[src/rtl/core/pve_pkg.sv]
`timescale 1ns / 1ps

package pve_pkg;

   localparam int COORD_W    = 20;
   localparam int DIFF_W     = COORD_W + 1;
   localparam int COEFF_W    = 32;
   localparam int CUTOFF_W   = 20;
   localparam int SQ_W       = 2 * COORD_W;
   localparam int D2_W       = SQ_W + 2;
   localparam int QUOT_W     = 53;
   localparam int OPND_W     = 64;
   localparam int HALF_W     = OPND_W / 2;
   localparam int ACC_W      = 2 * OPND_W;
   localparam int ENERGY_W   = 48;
   localparam int TERM_W     = ENERGY_W + 2;
   localparam int CSR_DATA_W = 32;
   localparam int CSR_ADDR_W = 3;

   localparam logic [CUTOFF_W-1:0] CUTOFF_RESET = 20'd512;
   localparam logic CSR_IDX_MIN_DIST = 1'b0;

   typedef enum logic [3:0] {
      ST_IDLE,
      ST_SQ_X,
      ST_SQ_Y,
      ST_SQ_Z,
      ST_CUT,
      ST_CHECK,
      ST_DIV,
      ST_R2,
      ST_R3,
      ST_R6,
      ST_REP,
      ST_ATT,
      ST_TERM,
      ST_ACCUM,
      ST_FINISH
   } seq_state_type;

   typedef enum logic [1:0] {
      MUL_IDLE,
      MUL_ISSUE,
      MUL_LAST,
      MUL_DONE
   } mul_state_type;

   typedef enum logic [1:0] {
      DIV_IDLE,
      DIV_RUN,
      DIV_DONE
   } div_state_type;

   typedef enum logic [1:0] {
      SHIFT_0,
      SHIFT_24,
      SHIFT_32
   } mul_shift_type;

   typedef struct packed {
      logic          start;
      mul_shift_type shift;
   } mul_cmd_type;

   typedef struct packed {
      logic idle;
      logic done;
   } unit_status_type;

endpackage

[src/rtl/core/pve_mul.sv]
`timescale 1ns / 1ps

module pve_mul (
   input  logic                              clock,
   input  logic                              reset,
   input  pve_pkg::mul_cmd_type              cmd,
   input  logic [pve_pkg::OPND_W-1:0]        op_a,
   input  logic [pve_pkg::OPND_W-1:0]        op_b,
   output pve_pkg::unit_status_type          status,
   output logic [pve_pkg::OPND_W-1:0]        result
);

   localparam int OW = pve_pkg::OPND_W;
   localparam int HW = pve_pkg::HALF_W;
   localparam int AW = pve_pkg::ACC_W;

   pve_pkg::mul_state_type state_ff, state_in;
   pve_pkg::mul_shift_type shift_ff, shift_in;
   logic [OW-1:0] a_ff, a_in, b_ff, b_in;
   logic [1:0]    step_ff, step_in;
   logic [OW-1:0] prod_ff, prod_in;
   logic [1:0]    prod_step_ff, prod_step_in;
   logic          prod_valid_ff, prod_valid_in;
   logic [AW-1:0] acc_ff, acc_in;

   logic [HW-1:0] a_half, b_half;
   logic [AW-1:0] addend;
   logic [OW-1:0] res_raw;
   logic          res_sat;

   // next state
   always_comb begin
      state_in = state_ff;
      case (state_ff)
         pve_pkg::MUL_IDLE: begin
            if (cmd.start) state_in = pve_pkg::MUL_ISSUE;
         end
         pve_pkg::MUL_ISSUE: begin
            if (step_ff == 2'd3) state_in = pve_pkg::MUL_LAST;
         end
         pve_pkg::MUL_LAST: state_in = pve_pkg::MUL_DONE;
         pve_pkg::MUL_DONE: state_in = pve_pkg::MUL_IDLE;
         default: state_in = pve_pkg::MUL_IDLE;
      endcase
   end

   // outputs
   always_comb begin
      status.idle = (state_ff == pve_pkg::MUL_IDLE);
      status.done = (state_ff == pve_pkg::MUL_DONE);
   end

   // partial products: one 32x32 per cycle
   always_comb begin
      a_half = step_ff[0] ? a_ff[OW-1:HW] : a_ff[HW-1:0];
      b_half = step_ff[1] ? b_ff[OW-1:HW] : b_ff[HW-1:0];
      case (prod_step_ff)
         2'b00:   addend = {{OW{1'b0}}, prod_ff};
         2'b11:   addend = {prod_ff, {OW{1'b0}}};
         default: addend = {{HW{1'b0}}, prod_ff, {HW{1'b0}}};
      endcase
   end

   always_comb begin
      a_in          = a_ff;
      b_in          = b_ff;
      shift_in      = shift_ff;
      step_in       = step_ff;
      acc_in        = acc_ff;
      prod_in       = a_half * b_half;
      prod_step_in  = step_ff;
      prod_valid_in = (state_ff == pve_pkg::MUL_ISSUE);
      if (prod_valid_ff) acc_in = acc_ff + addend;
      case (state_ff)
         pve_pkg::MUL_IDLE: begin
            if (cmd.start) begin
               a_in     = op_a;
               b_in     = op_b;
               shift_in = cmd.shift;
               step_in  = 2'd0;
               acc_in   = '0;
            end
         end
         pve_pkg::MUL_ISSUE: step_in = step_ff + 2'd1;
         default: ;
      endcase
   end

   // truncating shift with saturation to all ones
   always_comb begin
      case (shift_ff)
         pve_pkg::SHIFT_24: begin
            res_sat = |acc_ff[AW-1:OW+24];
            res_raw = acc_ff[OW+23:24];
         end
         pve_pkg::SHIFT_32: begin
            res_sat = |acc_ff[AW-1:OW+32];
            res_raw = acc_ff[OW+31:32];
         end
         default: begin
            res_sat = |acc_ff[AW-1:OW];
            res_raw = acc_ff[OW-1:0];
         end
      endcase
      result = res_sat ? {OW{1'b1}} : res_raw;
   end

   always_ff @(posedge clock) begin
      if (reset) begin
         state_ff      <= pve_pkg::MUL_IDLE;
         step_ff       <= 2'd0;
         prod_valid_ff <= 1'b0;
      end else begin
         state_ff      <= state_in;
         step_ff       <= step_in;
         prod_valid_ff <= prod_valid_in;
      end
   end

   always_ff @(posedge clock) begin
      a_ff         <= a_in;
      b_ff         <= b_in;
      shift_ff     <= shift_in;
      prod_ff      <= prod_in;
      prod_step_ff <= prod_step_in;
      acc_ff       <= acc_in;
   end

endmodule

[src/rtl/core/pve_div.sv]
`timescale 1ns / 1ps

module pve_div (
   input  logic                            clock,
   input  logic                            reset,
   input  logic                            start,
   input  logic [pve_pkg::D2_W-1:0]        divisor,
   output pve_pkg::unit_status_type        status,
   output logic [pve_pkg::QUOT_W-1:0]      quotient
);

   localparam int DW = pve_pkg::D2_W;
   localparam int QW = pve_pkg::QUOT_W;
   localparam int CW = $clog2(QW);
   localparam logic [CW-1:0] TOP_BIT = CW'(QW - 1);

   pve_pkg::div_state_type state_ff, state_in;
   logic [CW-1:0] bit_idx_ff, bit_idx_in;
   logic [DW-1:0] rem_ff, rem_in;
   logic [QW-1:0] quot_ff, quot_in;
   logic [DW-1:0] div_ff, div_in;

   logic [DW:0]   trial;
   logic [DW:0]   diff;
   logic          ge;

   // next state
   always_comb begin
      state_in = state_ff;
      case (state_ff)
         pve_pkg::DIV_IDLE: begin
            if (start) state_in = pve_pkg::DIV_RUN;
         end
         pve_pkg::DIV_RUN: begin
            if (bit_idx_ff == '0) state_in = pve_pkg::DIV_DONE;
         end
         pve_pkg::DIV_DONE: state_in = pve_pkg::DIV_IDLE;
         default: state_in = pve_pkg::DIV_IDLE;
      endcase
   end

   // outputs
   always_comb begin
      status.idle = (state_ff == pve_pkg::DIV_IDLE);
      status.done = (state_ff == pve_pkg::DIV_DONE);
      quotient    = quot_ff;
   end

   // restoring radix-2, dividend is a single one at the top quotient bit
   always_comb begin
      trial      = {rem_ff, (bit_idx_ff == TOP_BIT)};
      diff       = trial - {1'b0, div_ff};
      ge         = (trial >= {1'b0, div_ff});
      rem_in     = rem_ff;
      quot_in    = quot_ff;
      bit_idx_in = bit_idx_ff;
      div_in     = div_ff;
      case (state_ff)
         pve_pkg::DIV_IDLE: begin
            if (start) begin
               rem_in     = '0;
               quot_in    = '0;
               bit_idx_in = TOP_BIT;
               div_in     = divisor;
            end
         end
         pve_pkg::DIV_RUN: begin
            rem_in     = ge ? diff[DW-1:0] : trial[DW-1:0];
            quot_in    = {quot_ff[QW-2:0], ge};
            bit_idx_in = bit_idx_ff - CW'(1);
         end
         default: ;
      endcase
   end

   always_ff @(posedge clock) begin
      if (reset) begin
         state_ff   <= pve_pkg::DIV_IDLE;
         bit_idx_ff <= '0;
      end else begin
         state_ff   <= state_in;
         bit_idx_ff <= bit_idx_in;
      end
   end

   always_ff @(posedge clock) begin
      rem_ff  <= rem_in;
      quot_ff <= quot_in;
      div_ff  <= div_in;
   end

endmodule

[src/rtl/core/pair_vdw_energy_accumulator.sv]
`timescale 1ns / 1ps

// Lennard-Jones 12-6 pair energy accumulator. Each transfer on req_ is one atom pair; the block
// adds A/d^12 - B/d^6 to a saturating 48-bit sum (16 fractional bits) and, on the pair marked
// last_pair, returns one rsp_ transfer and clears the sum and the sticky too-close flag. A pair
// closer than the cutoff register (offset 0) or at zero distance adds nothing and forces the
// reported energy to the largest value. req_stall is high whenever the sequencer is out of
// idle, so the block takes no new pair until the one before is through, and a pair below the
// cutoff frees it sooner than one in range. Each multiply runs on one shared 32x32 multiplier
// (four partial products; nine multiplies for a pair in range, four below the cutoff), and 1/d2
// comes from a 53-step radix-2 divider. One finished result waits in the output register while
// later pairs are taken; the last pair of the next set holds req_stall until it leaves.
module pair_vdw_energy_accumulator (
   input  logic                                 clock,
   input  logic                                 reset,

   input  logic                                 req_valid,
   output logic                                 req_stall,
   input  logic signed [pve_pkg::COORD_W-1:0]   req_first_x,
   input  logic signed [pve_pkg::COORD_W-1:0]   req_first_y,
   input  logic signed [pve_pkg::COORD_W-1:0]   req_first_z,
   input  logic signed [pve_pkg::COORD_W-1:0]   req_second_x,
   input  logic signed [pve_pkg::COORD_W-1:0]   req_second_y,
   input  logic signed [pve_pkg::COORD_W-1:0]   req_second_z,
   input  logic [pve_pkg::COEFF_W-1:0]          req_repulsive_coeff,
   input  logic [pve_pkg::COEFF_W-1:0]          req_attractive_coeff,
   input  logic                                 req_last_pair,

   output logic                                 rsp_valid,
   input  logic                                 rsp_stall,
   output logic signed [pve_pkg::ENERGY_W-1:0]  rsp_energy,
   output logic                                 rsp_too_close,

   input  logic                                 csr_psel,
   input  logic                                 csr_penable,
   input  logic                                 csr_pwrite,
   input  logic [pve_pkg::CSR_ADDR_W-1:0]       csr_paddr,
   input  logic [pve_pkg::CSR_DATA_W-1:0]       csr_pwdata,
   output logic [pve_pkg::CSR_DATA_W-1:0]       csr_prdata,
   output logic                                 csr_pready
);

   localparam int CW = pve_pkg::COORD_W;
   localparam int XW = pve_pkg::DIFF_W;
   localparam int KW = pve_pkg::COEFF_W;
   localparam int LW = pve_pkg::CUTOFF_W;
   localparam int SW = pve_pkg::SQ_W;
   localparam int DW = pve_pkg::D2_W;
   localparam int QW = pve_pkg::QUOT_W;
   localparam int OW = pve_pkg::OPND_W;
   localparam int EW = pve_pkg::ENERGY_W;
   localparam int TW = pve_pkg::TERM_W;
   localparam int FW = OW + 1;
   localparam int GW = EW + 3;

   localparam logic signed [FW-1:0] CAP_POS  = FW'(64'sd1 <<< (EW));
   localparam logic signed [FW-1:0] CAP_NEG  = -CAP_POS;
   localparam logic signed [TW-1:0] TERM_POS = TW'(64'sd1 <<< (EW));
   localparam logic signed [TW-1:0] TERM_NEG = -TERM_POS;
   localparam logic signed [EW-1:0] E_MAX    = {1'b0, {(EW-1){1'b1}}};
   localparam logic signed [EW-1:0] E_MIN    = {1'b1, {(EW-1){1'b0}}};

   pve_pkg::seq_state_type state_ff, state_in;

   logic [CW-1:0] x1_ff, y1_ff, z1_ff, x2_ff, y2_ff, z2_ff;
   logic [CW-1:0] x1_in, y1_in, z1_in, x2_in, y2_in, z2_in;
   logic [KW-1:0] coef_a_ff, coef_a_in, coef_b_ff, coef_b_in;
   logic          last_ff, last_in;
   logic [DW-1:0] d2_ff, d2_in;
   logic [SW-1:0] cut2_ff, cut2_in;
   logic [QW-1:0] r_ff, r_in;
   logic [OW-1:0] r2_ff, r2_in, r3_ff, r3_in, r6_ff, r6_in;
   logic [OW-1:0] rep_ff, rep_in, att_ff, att_in;
   logic signed [TW-1:0] term_ff, term_in;
   logic signed [EW-1:0] sum_ff, sum_in;
   logic          close_ff, close_in;
   logic [LW-1:0] cutoff_ff, cutoff_in;
   logic          rsp_valid_ff, rsp_valid_in;
   logic signed [EW-1:0] rsp_energy_ff, rsp_energy_in;
   logic          rsp_too_close_ff, rsp_too_close_in;

   pve_pkg::mul_cmd_type     mul_cmd;
   pve_pkg::unit_status_type mul_status;
   pve_pkg::unit_status_type div_status;
   logic [OW-1:0] mul_a, mul_b, mul_result;
   logic          div_start;
   logic [QW-1:0] div_quot;

   logic                 req_xfer;
   logic                 out_free;
   logic                 emit;
   logic [CW-1:0]        pa, pb;
   logic signed [XW-1:0] diff;
   logic [XW-1:0]        mag;
   logic                 is_close;
   logic signed [FW-1:0] rep_diff;
   logic signed [GW-1:0] sum_wide;
   logic                 csr_write;
   logic                 csr_idx;

   assign req_xfer  = req_valid && !req_stall;
   assign out_free  = !rsp_valid_ff || !rsp_stall;
   assign emit      = (state_ff == pve_pkg::ST_FINISH) && last_ff && out_free;
   assign csr_idx   = csr_paddr[pve_pkg::CSR_ADDR_W-1];
   assign csr_write = csr_psel && csr_penable && csr_pwrite && csr_pready;

   pve_mul u_mul (
      .clock  (clock),
      .reset  (reset),
      .cmd    (mul_cmd),
      .op_a   (mul_a),
      .op_b   (mul_b),
      .status (mul_status),
      .result (mul_result)
   );

   pve_div u_div (
      .clock    (clock),
      .reset    (reset),
      .start    (div_start),
      .divisor  (d2_ff),
      .status   (div_status),
      .quotient (div_quot)
   );

   // next state
   always_comb begin
      state_in = state_ff;
      case (state_ff)
         pve_pkg::ST_IDLE: begin
            if (req_xfer) state_in = pve_pkg::ST_SQ_X;
         end
         pve_pkg::ST_SQ_X: begin
            if (mul_status.done) state_in = pve_pkg::ST_SQ_Y;
         end
         pve_pkg::ST_SQ_Y: begin
            if (mul_status.done) state_in = pve_pkg::ST_SQ_Z;
         end
         pve_pkg::ST_SQ_Z: begin
            if (mul_status.done) state_in = pve_pkg::ST_CUT;
         end
         pve_pkg::ST_CUT: begin
            if (mul_status.done) state_in = pve_pkg::ST_CHECK;
         end
         pve_pkg::ST_CHECK: begin
            state_in = is_close ? pve_pkg::ST_FINISH : pve_pkg::ST_DIV;
         end
         pve_pkg::ST_DIV: begin
            if (div_status.done) state_in = pve_pkg::ST_R2;
         end
         pve_pkg::ST_R2: begin
            if (mul_status.done) state_in = pve_pkg::ST_R3;
         end
         pve_pkg::ST_R3: begin
            if (mul_status.done) state_in = pve_pkg::ST_R6;
         end
         pve_pkg::ST_R6: begin
            if (mul_status.done) state_in = pve_pkg::ST_REP;
         end
         pve_pkg::ST_REP: begin
            if (mul_status.done) state_in = pve_pkg::ST_ATT;
         end
         pve_pkg::ST_ATT: begin
            if (mul_status.done) state_in = pve_pkg::ST_TERM;
         end
         pve_pkg::ST_TERM:  state_in = pve_pkg::ST_ACCUM;
         pve_pkg::ST_ACCUM: state_in = pve_pkg::ST_FINISH;
         pve_pkg::ST_FINISH: begin
            if (!last_ff || out_free) state_in = pve_pkg::ST_IDLE;
         end
         default: state_in = pve_pkg::ST_IDLE;
      endcase
   end

   // outputs
   always_comb begin
      req_stall     = (state_ff != pve_pkg::ST_IDLE);
      div_start     = (state_ff == pve_pkg::ST_DIV) && div_status.idle;
      mul_cmd.start = 1'b0;
      mul_cmd.shift = pve_pkg::SHIFT_0;
      mul_a         = '0;
      mul_b         = '0;
      pa            = x1_ff;
      pb            = x2_ff;
      case (state_ff)
         pve_pkg::ST_SQ_Y: begin
            pa = y1_ff;
            pb = y2_ff;
         end
         pve_pkg::ST_SQ_Z: begin
            pa = z1_ff;
            pb = z2_ff;
         end
         default: ;
      endcase
      diff = $signed({pa[CW-1], pa}) - $signed({pb[CW-1], pb});
      mag  = diff[XW-1] ? $unsigned(-diff) : $unsigned(diff);
      case (state_ff)
         pve_pkg::ST_SQ_X, pve_pkg::ST_SQ_Y, pve_pkg::ST_SQ_Z: begin
            mul_cmd.start = mul_status.idle;
            mul_a         = OW'(mag);
            mul_b         = OW'(mag);
         end
         pve_pkg::ST_CUT: begin
            mul_cmd.start = mul_status.idle;
            mul_a         = OW'(cutoff_ff);
            mul_b         = OW'(cutoff_ff);
         end
         pve_pkg::ST_R2: begin
            mul_cmd.start = mul_status.idle;
            mul_cmd.shift = pve_pkg::SHIFT_32;
            mul_a         = OW'(r_ff);
            mul_b         = OW'(r_ff);
         end
         pve_pkg::ST_R3: begin
            mul_cmd.start = mul_status.idle;
            mul_cmd.shift = pve_pkg::SHIFT_32;
            mul_a         = r2_ff;
            mul_b         = OW'(r_ff);
         end
         pve_pkg::ST_R6: begin
            mul_cmd.start = mul_status.idle;
            mul_cmd.shift = pve_pkg::SHIFT_32;
            mul_a         = r3_ff;
            mul_b         = r3_ff;
         end
         pve_pkg::ST_REP: begin
            mul_cmd.start = mul_status.idle;
            mul_cmd.shift = pve_pkg::SHIFT_24;
            mul_a         = OW'(coef_a_ff);
            mul_b         = r6_ff;
         end
         pve_pkg::ST_ATT: begin
            mul_cmd.start = mul_status.idle;
            mul_cmd.shift = pve_pkg::SHIFT_24;
            mul_a         = OW'(coef_b_ff);
            mul_b         = r3_ff;
         end
         default: ;
      endcase
   end

   // datapath
   always_comb begin
      x1_in            = x1_ff;
      y1_in            = y1_ff;
      z1_in            = z1_ff;
      x2_in            = x2_ff;
      y2_in            = y2_ff;
      z2_in            = z2_ff;
      coef_a_in        = coef_a_ff;
      coef_b_in        = coef_b_ff;
      last_in          = last_ff;
      d2_in            = d2_ff;
      cut2_in          = cut2_ff;
      r_in             = r_ff;
      r2_in            = r2_ff;
      r3_in            = r3_ff;
      r6_in            = r6_ff;
      rep_in           = rep_ff;
      att_in           = att_ff;
      term_in          = term_ff;
      sum_in           = sum_ff;
      close_in         = close_ff;
      rsp_energy_in    = rsp_energy_ff;
      rsp_too_close_in = rsp_too_close_ff;

      is_close = (d2_ff == '0) || (d2_ff < DW'(cut2_ff));
      rep_diff = $signed({1'b0, rep_ff}) - $signed({1'b0, att_ff});
      sum_wide = GW'(sum_ff) + GW'(term_ff);

      case (state_ff)
         pve_pkg::ST_IDLE: begin
            if (req_xfer) begin
               x1_in     = req_first_x;
               y1_in     = req_first_y;
               z1_in     = req_first_z;
               x2_in     = req_second_x;
               y2_in     = req_second_y;
               z2_in     = req_second_z;
               coef_a_in = req_repulsive_coeff;
               coef_b_in = req_attractive_coeff;
               last_in   = req_last_pair;
               d2_in     = '0;
            end
         end
         pve_pkg::ST_SQ_X, pve_pkg::ST_SQ_Y, pve_pkg::ST_SQ_Z: begin
            if (mul_status.done) d2_in = d2_ff + DW'(mul_result[SW-1:0]);
         end
         pve_pkg::ST_CUT: begin
            if (mul_status.done) cut2_in = mul_result[SW-1:0];
         end
         pve_pkg::ST_CHECK: begin
            if (is_close) close_in = 1'b1;
         end
         pve_pkg::ST_DIV: begin
            if (div_status.done) r_in = div_quot;
         end
         pve_pkg::ST_R2: begin
            if (mul_status.done) r2_in = mul_result;
         end
         pve_pkg::ST_R3: begin
            if (mul_status.done) r3_in = mul_result;
         end
         pve_pkg::ST_R6: begin
            if (mul_status.done) r6_in = mul_result;
         end
         pve_pkg::ST_REP: begin
            if (mul_status.done) rep_in = mul_result;
         end
         pve_pkg::ST_ATT: begin
            if (mul_status.done) att_in = mul_result;
         end
         pve_pkg::ST_TERM: begin
            // repulsion overflow wins outright
            if (&rep_ff)                 term_in = TERM_POS;
            else if (rep_diff > CAP_POS) term_in = TERM_POS;
            else if (rep_diff < CAP_NEG) term_in = TERM_NEG;
            else                         term_in = TW'(rep_diff);
         end
         pve_pkg::ST_ACCUM: begin
            if (sum_wide[GW-1:EW-1] == '0 || sum_wide[GW-1:EW-1] == '1)
               sum_in = sum_wide[EW-1:0];
            else
               sum_in = sum_wide[GW-1] ? E_MIN : E_MAX;
         end
         pve_pkg::ST_FINISH: begin
            if (emit) begin
               rsp_energy_in    = close_ff ? E_MAX : sum_ff;
               rsp_too_close_in = close_ff;
               sum_in           = '0;
               close_in         = 1'b0;
            end
         end
         default: ;
      endcase

      rsp_valid_in = emit ? 1'b1 : (rsp_valid_ff && rsp_stall);
      cutoff_in    = (csr_write && csr_idx == pve_pkg::CSR_IDX_MIN_DIST)
                     ? csr_pwdata[LW-1:0] : cutoff_ff;
   end

   assign rsp_valid     = rsp_valid_ff;
   assign rsp_energy    = rsp_energy_ff;
   assign rsp_too_close = rsp_too_close_ff;
   assign csr_pready    = 1'b1;
   assign csr_prdata    = (csr_idx == pve_pkg::CSR_IDX_MIN_DIST)
                          ? pve_pkg::CSR_DATA_W'(cutoff_ff) : '0;

   always_ff @(posedge clock) begin
      if (reset) begin
         state_ff     <= pve_pkg::ST_IDLE;
         sum_ff       <= '0;
         close_ff     <= 1'b0;
         cutoff_ff    <= pve_pkg::CUTOFF_RESET;
         rsp_valid_ff <= 1'b0;
      end else begin
         state_ff     <= state_in;
         sum_ff       <= sum_in;
         close_ff     <= close_in;
         cutoff_ff    <= cutoff_in;
         rsp_valid_ff <= rsp_valid_in;
      end
   end

   always_ff @(posedge clock) begin
      x1_ff            <= x1_in;
      y1_ff            <= y1_in;
      z1_ff            <= z1_in;
      x2_ff            <= x2_in;
      y2_ff            <= y2_in;
      z2_ff            <= z2_in;
      coef_a_ff        <= coef_a_in;
      coef_b_ff        <= coef_b_in;
      last_ff          <= last_in;
      d2_ff            <= d2_in;
      cut2_ff          <= cut2_in;
      r_ff             <= r_in;
      r2_ff            <= r2_in;
      r3_ff            <= r3_in;
      r6_ff            <= r6_in;
      rep_ff           <= rep_in;
      att_ff           <= att_in;
      term_ff          <= term_in;
      rsp_energy_ff    <= rsp_energy_in;
      rsp_too_close_ff <= rsp_too_close_in;
   end

endmodule
[config.mk]
export PLATFORM = sky130hd
export DESIGN_NAME = pair_vdw_energy_accumulator
export DESIGN_NICKNAME = d
export VERILOG_FILES = /design/src/rtl/core/pve_pkg.sv /design/src/rtl/core/pve_mul.sv /design/src/rtl/core/pve_div.sv /design/src/rtl/core/pair_vdw_energy_accumulator.sv
export SDC_FILE = /design/constraint.sdc
export NUM_CORES = 2
export LEC_CHECK = 0
export BUFFER_PORTS_ARGS = -buffer_cell sky130_fd_sc_hd__buf_4
export CAP_MARGIN = 20
export CORE_ASPECT_RATIO = 1.25
export CORE_MARGIN = 5
export CORE_UTILIZATION = 30
export DETAILED_ROUTE_END_ITERATION = 10
export SLEW_MARGIN = 25
export SYNTH_ARGS = -nofsm -noshare
export SYNTH_HDL_FRONTEND = slang
export SYNTH_SLANG_ARGS = --single-unit
[constraint.sdc]
create_clock -name clock -period 17.8 [get_ports clock]
set_input_delay 1.78 -clock clock [delete_from_list [all_inputs] [get_ports clock]]
set_output_delay 1.78 -clock clock [all_outputs]
set_load 0.05 [all_outputs]
# After elaboration in Yosys (flattened, before gate mapping)
# Cells that the tools add are included.
[totals] input_bits=227 rom_bits=0 memories=0 word_cells=217 mem_bits_rw=0 latch_bits=0 output_inout_bits=84 ff_bits=1287
[classes] reduce_logical=60 bitwise=1 add_sub_neg=9 n_mul=1 shift=0 mux=58 n_eq_ne=44 div=0 magnitude_cmp=4
[ops] cell="$pmux 64 s7" n=1
[ops] cell="$mux 128" n=3
[ops] cell="$pmux 64 s5" n=1
[ops] cell="$pmux 128 s2" n=1
[ops] cell="$mux 42" n=4
[ops] cell="$pmux 42 s2" n=2
[ops] cell="$mux 48" n=3
[ops] cell="$add 128x128->128" n=1
[ops] cell="$pmux 64 s2" n=1
[ops] cell="$pmux 53 s2" n=1
[ops] cell="$pmux 48 s2" n=1
[ops] cell="$pmux 20 s2" n=2
[ops] cell="$gt 65x50->1 const B" n=1
[ops] cell="$lt 65x49->1 const B" n=1
[ops] cell="$sub 64x64->65" n=1
[ops] cell="$mul 32x32->64" n=1
[ops] cell="$mux 32" n=2
[ops] cell="$mux 64" n=1
[ops] cell="$reduce_and 64->1" n=1
[ops] cell="$reduce_or 64->1" n=1
[ops] cell="$pmux 4 s15" n=1
[ops] cell="$mux 53" n=1
[ops] cell="$mux 4" n=13
[ops] cell="$add 48x50->51" n=1
[ops] cell="other kinds (45)" n=131

# Longest topological paths before layout
[logic_depth] word_depth=6 depth_mapped=35 ltp_nobuf=32

# Modules after synthesis
# A second synthesis with hierarchy kept.
[unflattened] cells_unflattened=10625 hier_area_um2=103827.1
[modules_own_cells] module="pve_mul" n_inst=1 cells_each=6266 area_per_inst_um2=54134.4 seq_area_each_um2=7887.6
[modules_own_cells] module="pair_vdw_energy_accumulator" n_inst=1 cells_each=3638 area_per_inst_um2=41667.5 seq_area_each_um2=23672.7
[modules_own_cells] module="pve_div" n_inst=1 cells_each=721 area_per_inst_um2=8025.2 seq_area_each_um2=4274.1

# Worst setup path after synthesis
# OpenSTA, ideal clock, no wires.
[synth_timing] kind="reg2reg" startpoint="register u_mul.step_ff[1] (netlist: u_mul.prod_step_in[1])" endpoint="register u_mul.prod_ff[63]" path_slack_ps=8811 setup_time_ps=72 synth_period_minus_slack_ps=8989 required_time_ps=17728 n_path_buf=3 path_stages_with_launch=32 arrival_time_ps=8917 cell_sequence="dfxtp_1 clkbuf_1 clkbuf_1 mux2i_1 clkbuf_1 nor2_1 fa_1 inv_1 fa_1 fa_1 inv_1 fa_1 fa_1 fa_1 fa_1 inv_1 fa_1 inv_1 ha_1 a21o_1 a21o_1 a21o_1 o2111a_1 a21oi_1 o22ai_1 o311a_1 a21oi_1 o211ai_1 o211a_1 a221o_1 a21oi_1 xnor2_1"
[synth_between] elab_chain_len=2
[synth_lines] item="start: declaration" line_no="pve_mul.sv:20" source="logic [1:0] step_ff, step_in;"
[synth_lines] item="start signal: assignment" line_no="pve_mul.sv:115" source="step_ff <= step_in;"
[synth_lines] item="$mux 32" line_no="pve_mul.sv:56" source="b_half = step_ff[1] ? b_ff[OW-1:HW] : b_ff[HW-1:0];"
[synth_lines] item="$mul 32x32->64" line_no="pve_mul.sv:70" source="prod_in = a_half * b_half;"
[synth_lines] item="via u_mul.prod_in[63]" line_no="pve_mul.sv:21" source="logic [OW-1:0] prod_ff, prod_in;"
[synth_lines] item="end signal: assignment" line_no="pve_mul.sv:124" source="prod_ff <= prod_in;"
[synth_lines] item="end: declaration" line_no="pve_mul.sv:21"
# The timed path passes the listed nets, and every way through them passes these cells.
# A chain may end at the register's enable or synchronous reset.

# Final worst setup path
[layout_timing] startpoint="register u_mul.step_ff[0] (netlist: u_mul.prod_step_in[0])" endpoint="register u_mul.prod_ff[63]"
[layout_between] elab_chain_len=2
[layout_lines] item="$mux 32" line_no="pve_mul.sv:55" source="a_half = step_ff[0] ? a_ff[OW-1:HW] : a_ff[HW-1:0];"
[layout_lines] item="$mul 32x32->64" line_no="pve_mul.sv:70"
[layout_lines] item="via u_mul.prod_in[63]" line_no="pve_mul.sv:21"
# The timed path passes the listed nets, and every way through them passes these cells.

==> PnR_summary.wiki <==
{| class="wikitable"
! Metric !! Value
|-
| Die footprint || about 350000 um^2
|-
| Delay of the slowest critical-path stage || a little under 0.8 ns
|-
| Post-layout min period || about 11 ns
|-
| Worst max-slew margin expressed relative to the limit || 22.2%
|-
| Master of the slowest instance on the critical path || sky130_fd_sc_hd__buf_4
|-
| Clock skew || between 0.1 and 0.15 ns
|-
| Worst hold stages || 0
|-
| Clock latency of the later-clocked register in the worst-skew pair || ~0.86 ns
|-
| Cell count after synthesis || just over 10000
|-
| Worst-Margin Slew || between 1 and 1.5 ns
|-
| Antenna violations before repair || 15
|-
| Die extent in x || 528 um
|-
| Post-layout nets || about 12000
|-
| H-Tree Depth || 4
|-
| Synth-to-layout area growth || 12.3%
|-
| Type of element launching the critical path || flop
|-
| Count of fill cells added during filler insertion || between 30000 and 40000
|-
| Initial cell density of the core || a little under a third
|-
| Number of hold-slack violations in the final timing report || 0
|-
| Fraction of layout instances using a drive strength above 1 || 8.90%
|-
| Worst reg2reg startpoint || u_mul.prod_step_in[0]
|-
| Start-to-end type of the worst setup path || flop to flop
|-
| Total of flip-flops plus latches after synthesis || between 1000 and 1500
|-
| Synthesized cell area || approximately 100000 um^2
|-
| Via-to-Cell Ratio || around 5.2
|-
| Outcome || finished, final reports clean
|-
| Worst hold path startpoint || u_div.quotient[31]
|-
| Worst R2R End || u_mul.prod_ff[63]
|-
| Total clock buffers created by CTS || 146
|-
| Final antenna-violating net count || 0
|-
| Initial DRC count || 6438
|-
| Fraction of the core area covered by cells at the end of the flow || 33.7%
|-
| Setup slack of the worst register-to-register path || between 7 and 8 ns
|-
| Routed via count || 77500
|-
| Setup repair after global routing missed its margin || false
|-
| I/O pins || slightly above 300
|-
| Final GP Congestion || 0.960
|-
| TritonCTS clock tree || built
|-
| Hold worst-path end || r_ff[31]
|-
| Largest net degree at the start of global routing || 130
|-
| Number of warnings issued by yosys || 0
|-
| Fraction of registers with async set or reset after synthesis || 0%
|-
| Worst r2r path cells || 29
|-
| Remaining routing DRC violations || 0
|-
| Number of distinct library cells after synthesis || 83
|-
| Type of the worst min-delay path || flop to flop
|-
| Category of cells accounting for the largest share of critical-path delay || adder cells
|-
| Count of flip-flops with a built-in enable after synthesis || between 1000 and 1500
|-
| Wire length of the first global-routing pass || around 510 mm
|-
| Top_reg_cell synth || sky130_fd_sc_hd__edfxtp_1
|-
| Crit path top cell by count || sky130_fd_sc_hd__fa_1
|-
| Via count of the first global-routing pass || around 80000
|-
| # Post-CTS Setup Buffers || 0
|-
| Sinks on Clock Net || approximately 1300
|-
| Clock slew at the register clock pins of the worst setup and hold paths || ~0.060 ns
|-
| Overall overflow remaining after global route || 0
|-
| Max capacitance violation total || 0
|-
| Crit path buf inv count || 5
|-
| Accumulated negative setup slack || 0 ns
|-
| Quantity of hold-fixing buffers added after cts || 0
|-
| Wirelength, routed || around 350 mm
|-
| Element type at the critical path end || flop
|-
| I/O Buffers || approximately 280
|-
| Total core area || ~340000 um^2
|-
| Data required time of the critical path || 18.49 ns
|-
| Post-detail-place hpwl || about 260 mm
|-
| Final Cycle Share || between 60% and 70%
|-
| Placement Rows || roughly 240
|-
| Post-cts repair resize count || 0
|-
| Largest fanout on the critical path || 46
|-
| Maximum buffer depth of the clock tree || 4
|-
| Register area || roughly 36000 um^2
|-
| Routed wire length per instance || 23.7 um
|-
| Multi-input logic area || between 50000 and 60000 um^2
|-
| Avg Inst Size Synth || between 9 and 10 um^2
|-
| Maximum clock frequency || around 0.093 GHz
|-
| Final setup violation count || 0
|-
| Gr usage total || roughly a fifth
|-
| Sequential area share after synthesis || 35.6%
|-
| Root Buffer Master || sky130_fd_sc_hd__clkbuf_16
|-
| Vertical die dimension || approximately 660 um
|-
| First-pass iteration count of the detailed router || 7
|-
| Arrival @ worst endpoint || about 11 ns
|-
| Number of slew-limit violations in the final report || 0
|}
-- logic make-up after synthesis --
group                      Yosys count  synth area share, %
and+or+nand+nor                   3109                 13.7
AOI/OAI and AO/OA                 1946                 12.6
buffers and inverters             1657                 6.25
adders and majority gates         1559                 26.1
DFF                               1287                 35.6
xor gates and xnor gates           389                 3.38
muxes                              230                 2.37
other                                2              0.00745
-- per-stage QoR --
stage / worst slack, ns / area, um^2 / hold WS (ns) / cells
floorplan: 8.81 / 101000 / 0.353 / 10200
global placement: 7.36 / 108000 / 0.401 / 14600
detailed placement: 7.24 / 108000 / 0.406 / 14600
CTS: 7.16 / 113000 / 0.422 / 14800
global route: 6.85 / 113000 / 0.445 / 14800
finish: 7.08 / 113000 / 0.409 / 14800
-- layer usage --
metal / wire length (um) / GRT usage [%] / vias up
li1: - / - / 34900
met5: 55 / 0 / -
met3: 28600 / 4.27 / 946
met2: 164000 / 32.8 / 3221
met4: 26100 / 11.8 / 8
met1: 133000 / 23.1 / 38400
-- worst register-to-register path: cells and delay by family, from the launching register on --
family / cells / cell delay, ns
flops: 1 / 0.60
xor+xnor: 1 / 0.13
buf+inv: 5 / 1.01
simple gates: 3 / 0.49
fa+ha+maj: 9 / 4.56
compound gates: 10 / 3.12
mux: 1 / 0.68
-- state kept, by name, summed over array words and instances, names as in the netlist, 32 cells and up --
name and count:
rsp_energy 48, sum_ff 48, u_div.quotient 53, rep_ff 64, r2_ff 64, r6_ff 64
att_ff 64, coef_a_ff 32, cut2_ff 40, u_mul.a_ff 64, coef_b_ff 32, d2_ff 42
r_ff 53, u_mul.prod_ff 64, u_div.div_ff 42, term_ff 50, u_mul.acc_ff 128, r3_ff 64
u_mul.b_ff 64, u_div.rem_ff 42
-- cells in the mapped netlist, drive strengths merged (12+ instances only) --
master	instances	area [um^2]
inv	1145	4300
nor3b	16	120
a222oi	56	561
xnor2	244	2140
nor2b	84	526
a21boi	26	195
or2	66	413
o21bai	78	597
ha	657	8220
a211o	12	105
edfxtp	1006	30200
a22o	25	219
mux2	67	754
or3	45	282
o31ai	23	173
buf	49	259
a21o	268	2010
nor4	48	300
o211ai	83	623
xor2	145	1270
nor2	1052	3950
nand2b	59	369
nand3	92	460
a211oi	46	345
a31oi	48	300
dfxtp	281	5630
clkbuf	463	1740
and3	48	300
nand2	1145	4300
fa	902	18100
o22ai	17	106
a22oi	166	1250
mux2i	163	1630
and4	16	140
o221ai	29	254
nor3	103	515
and2	156	976
o21ai	364	1820
nand4	146	913
o21a	41	308
a21oi	555	2820
-- area by class of cell --
class                   instances  share of cell area [%]
multi-input cells            7246                    52.3
flip-flops and latches       1287                    31.7
well taps                    4440                    4.91
inverters                    1145                    3.80
clock buffers                 182                    3.52
repair buffers                460                    3.08
clock inverters                73                   0.699
diodes                         11                  0.0243
-- worst max-delay path by stage --
stage | slack (ns) | endpoint | cells past startpoint | startpoint
floorplan | 8.81 | u_mul.prod_ff[63] | 31 | u_mul.prod_step_in[1]
finish | 7.08 | u_mul.prod_ff[63] | 29 | u_mul.prod_step_in[0]
CTS | 7.16 | u_mul.prod_ff[63] | 29 | u_mul.prod_step_in[0]
detailed placement | 7.24 | u_mul.prod_ff[63] | 29 | u_mul.prod_step_in[0]
global placement | 7.36 | u_mul.prod_ff[63] | 29 | u_mul.prod_step_in[0]
global route | 6.85 | u_mul.prod_ff[63] | 31 | u_mul.prod_step_in[0]
-- cell usage in the layout, fill, tap and decap left out, drive strengths merged, types with 59 or more instances in the layout --
cell and count:
dfxtp 281, nor3 103, buf 460, nand4 146
inv 1155, nor2 1052, or2 66, nand2b 59
a21oi 555, clkbuf 182, nor2b 84, o21ai 364
a21o 268, nand3 92, xor2 145, o21bai 78
o211ai 83, mux2i 163, nand2 1145, a22oi 166
fa 902, edfxtp 1006, ha 657, and2 156
mux2 67, xnor2 244
Power is not shown: default switching activity piles up to over one toggle a cycle in this logic, so the estimate is an artifact.
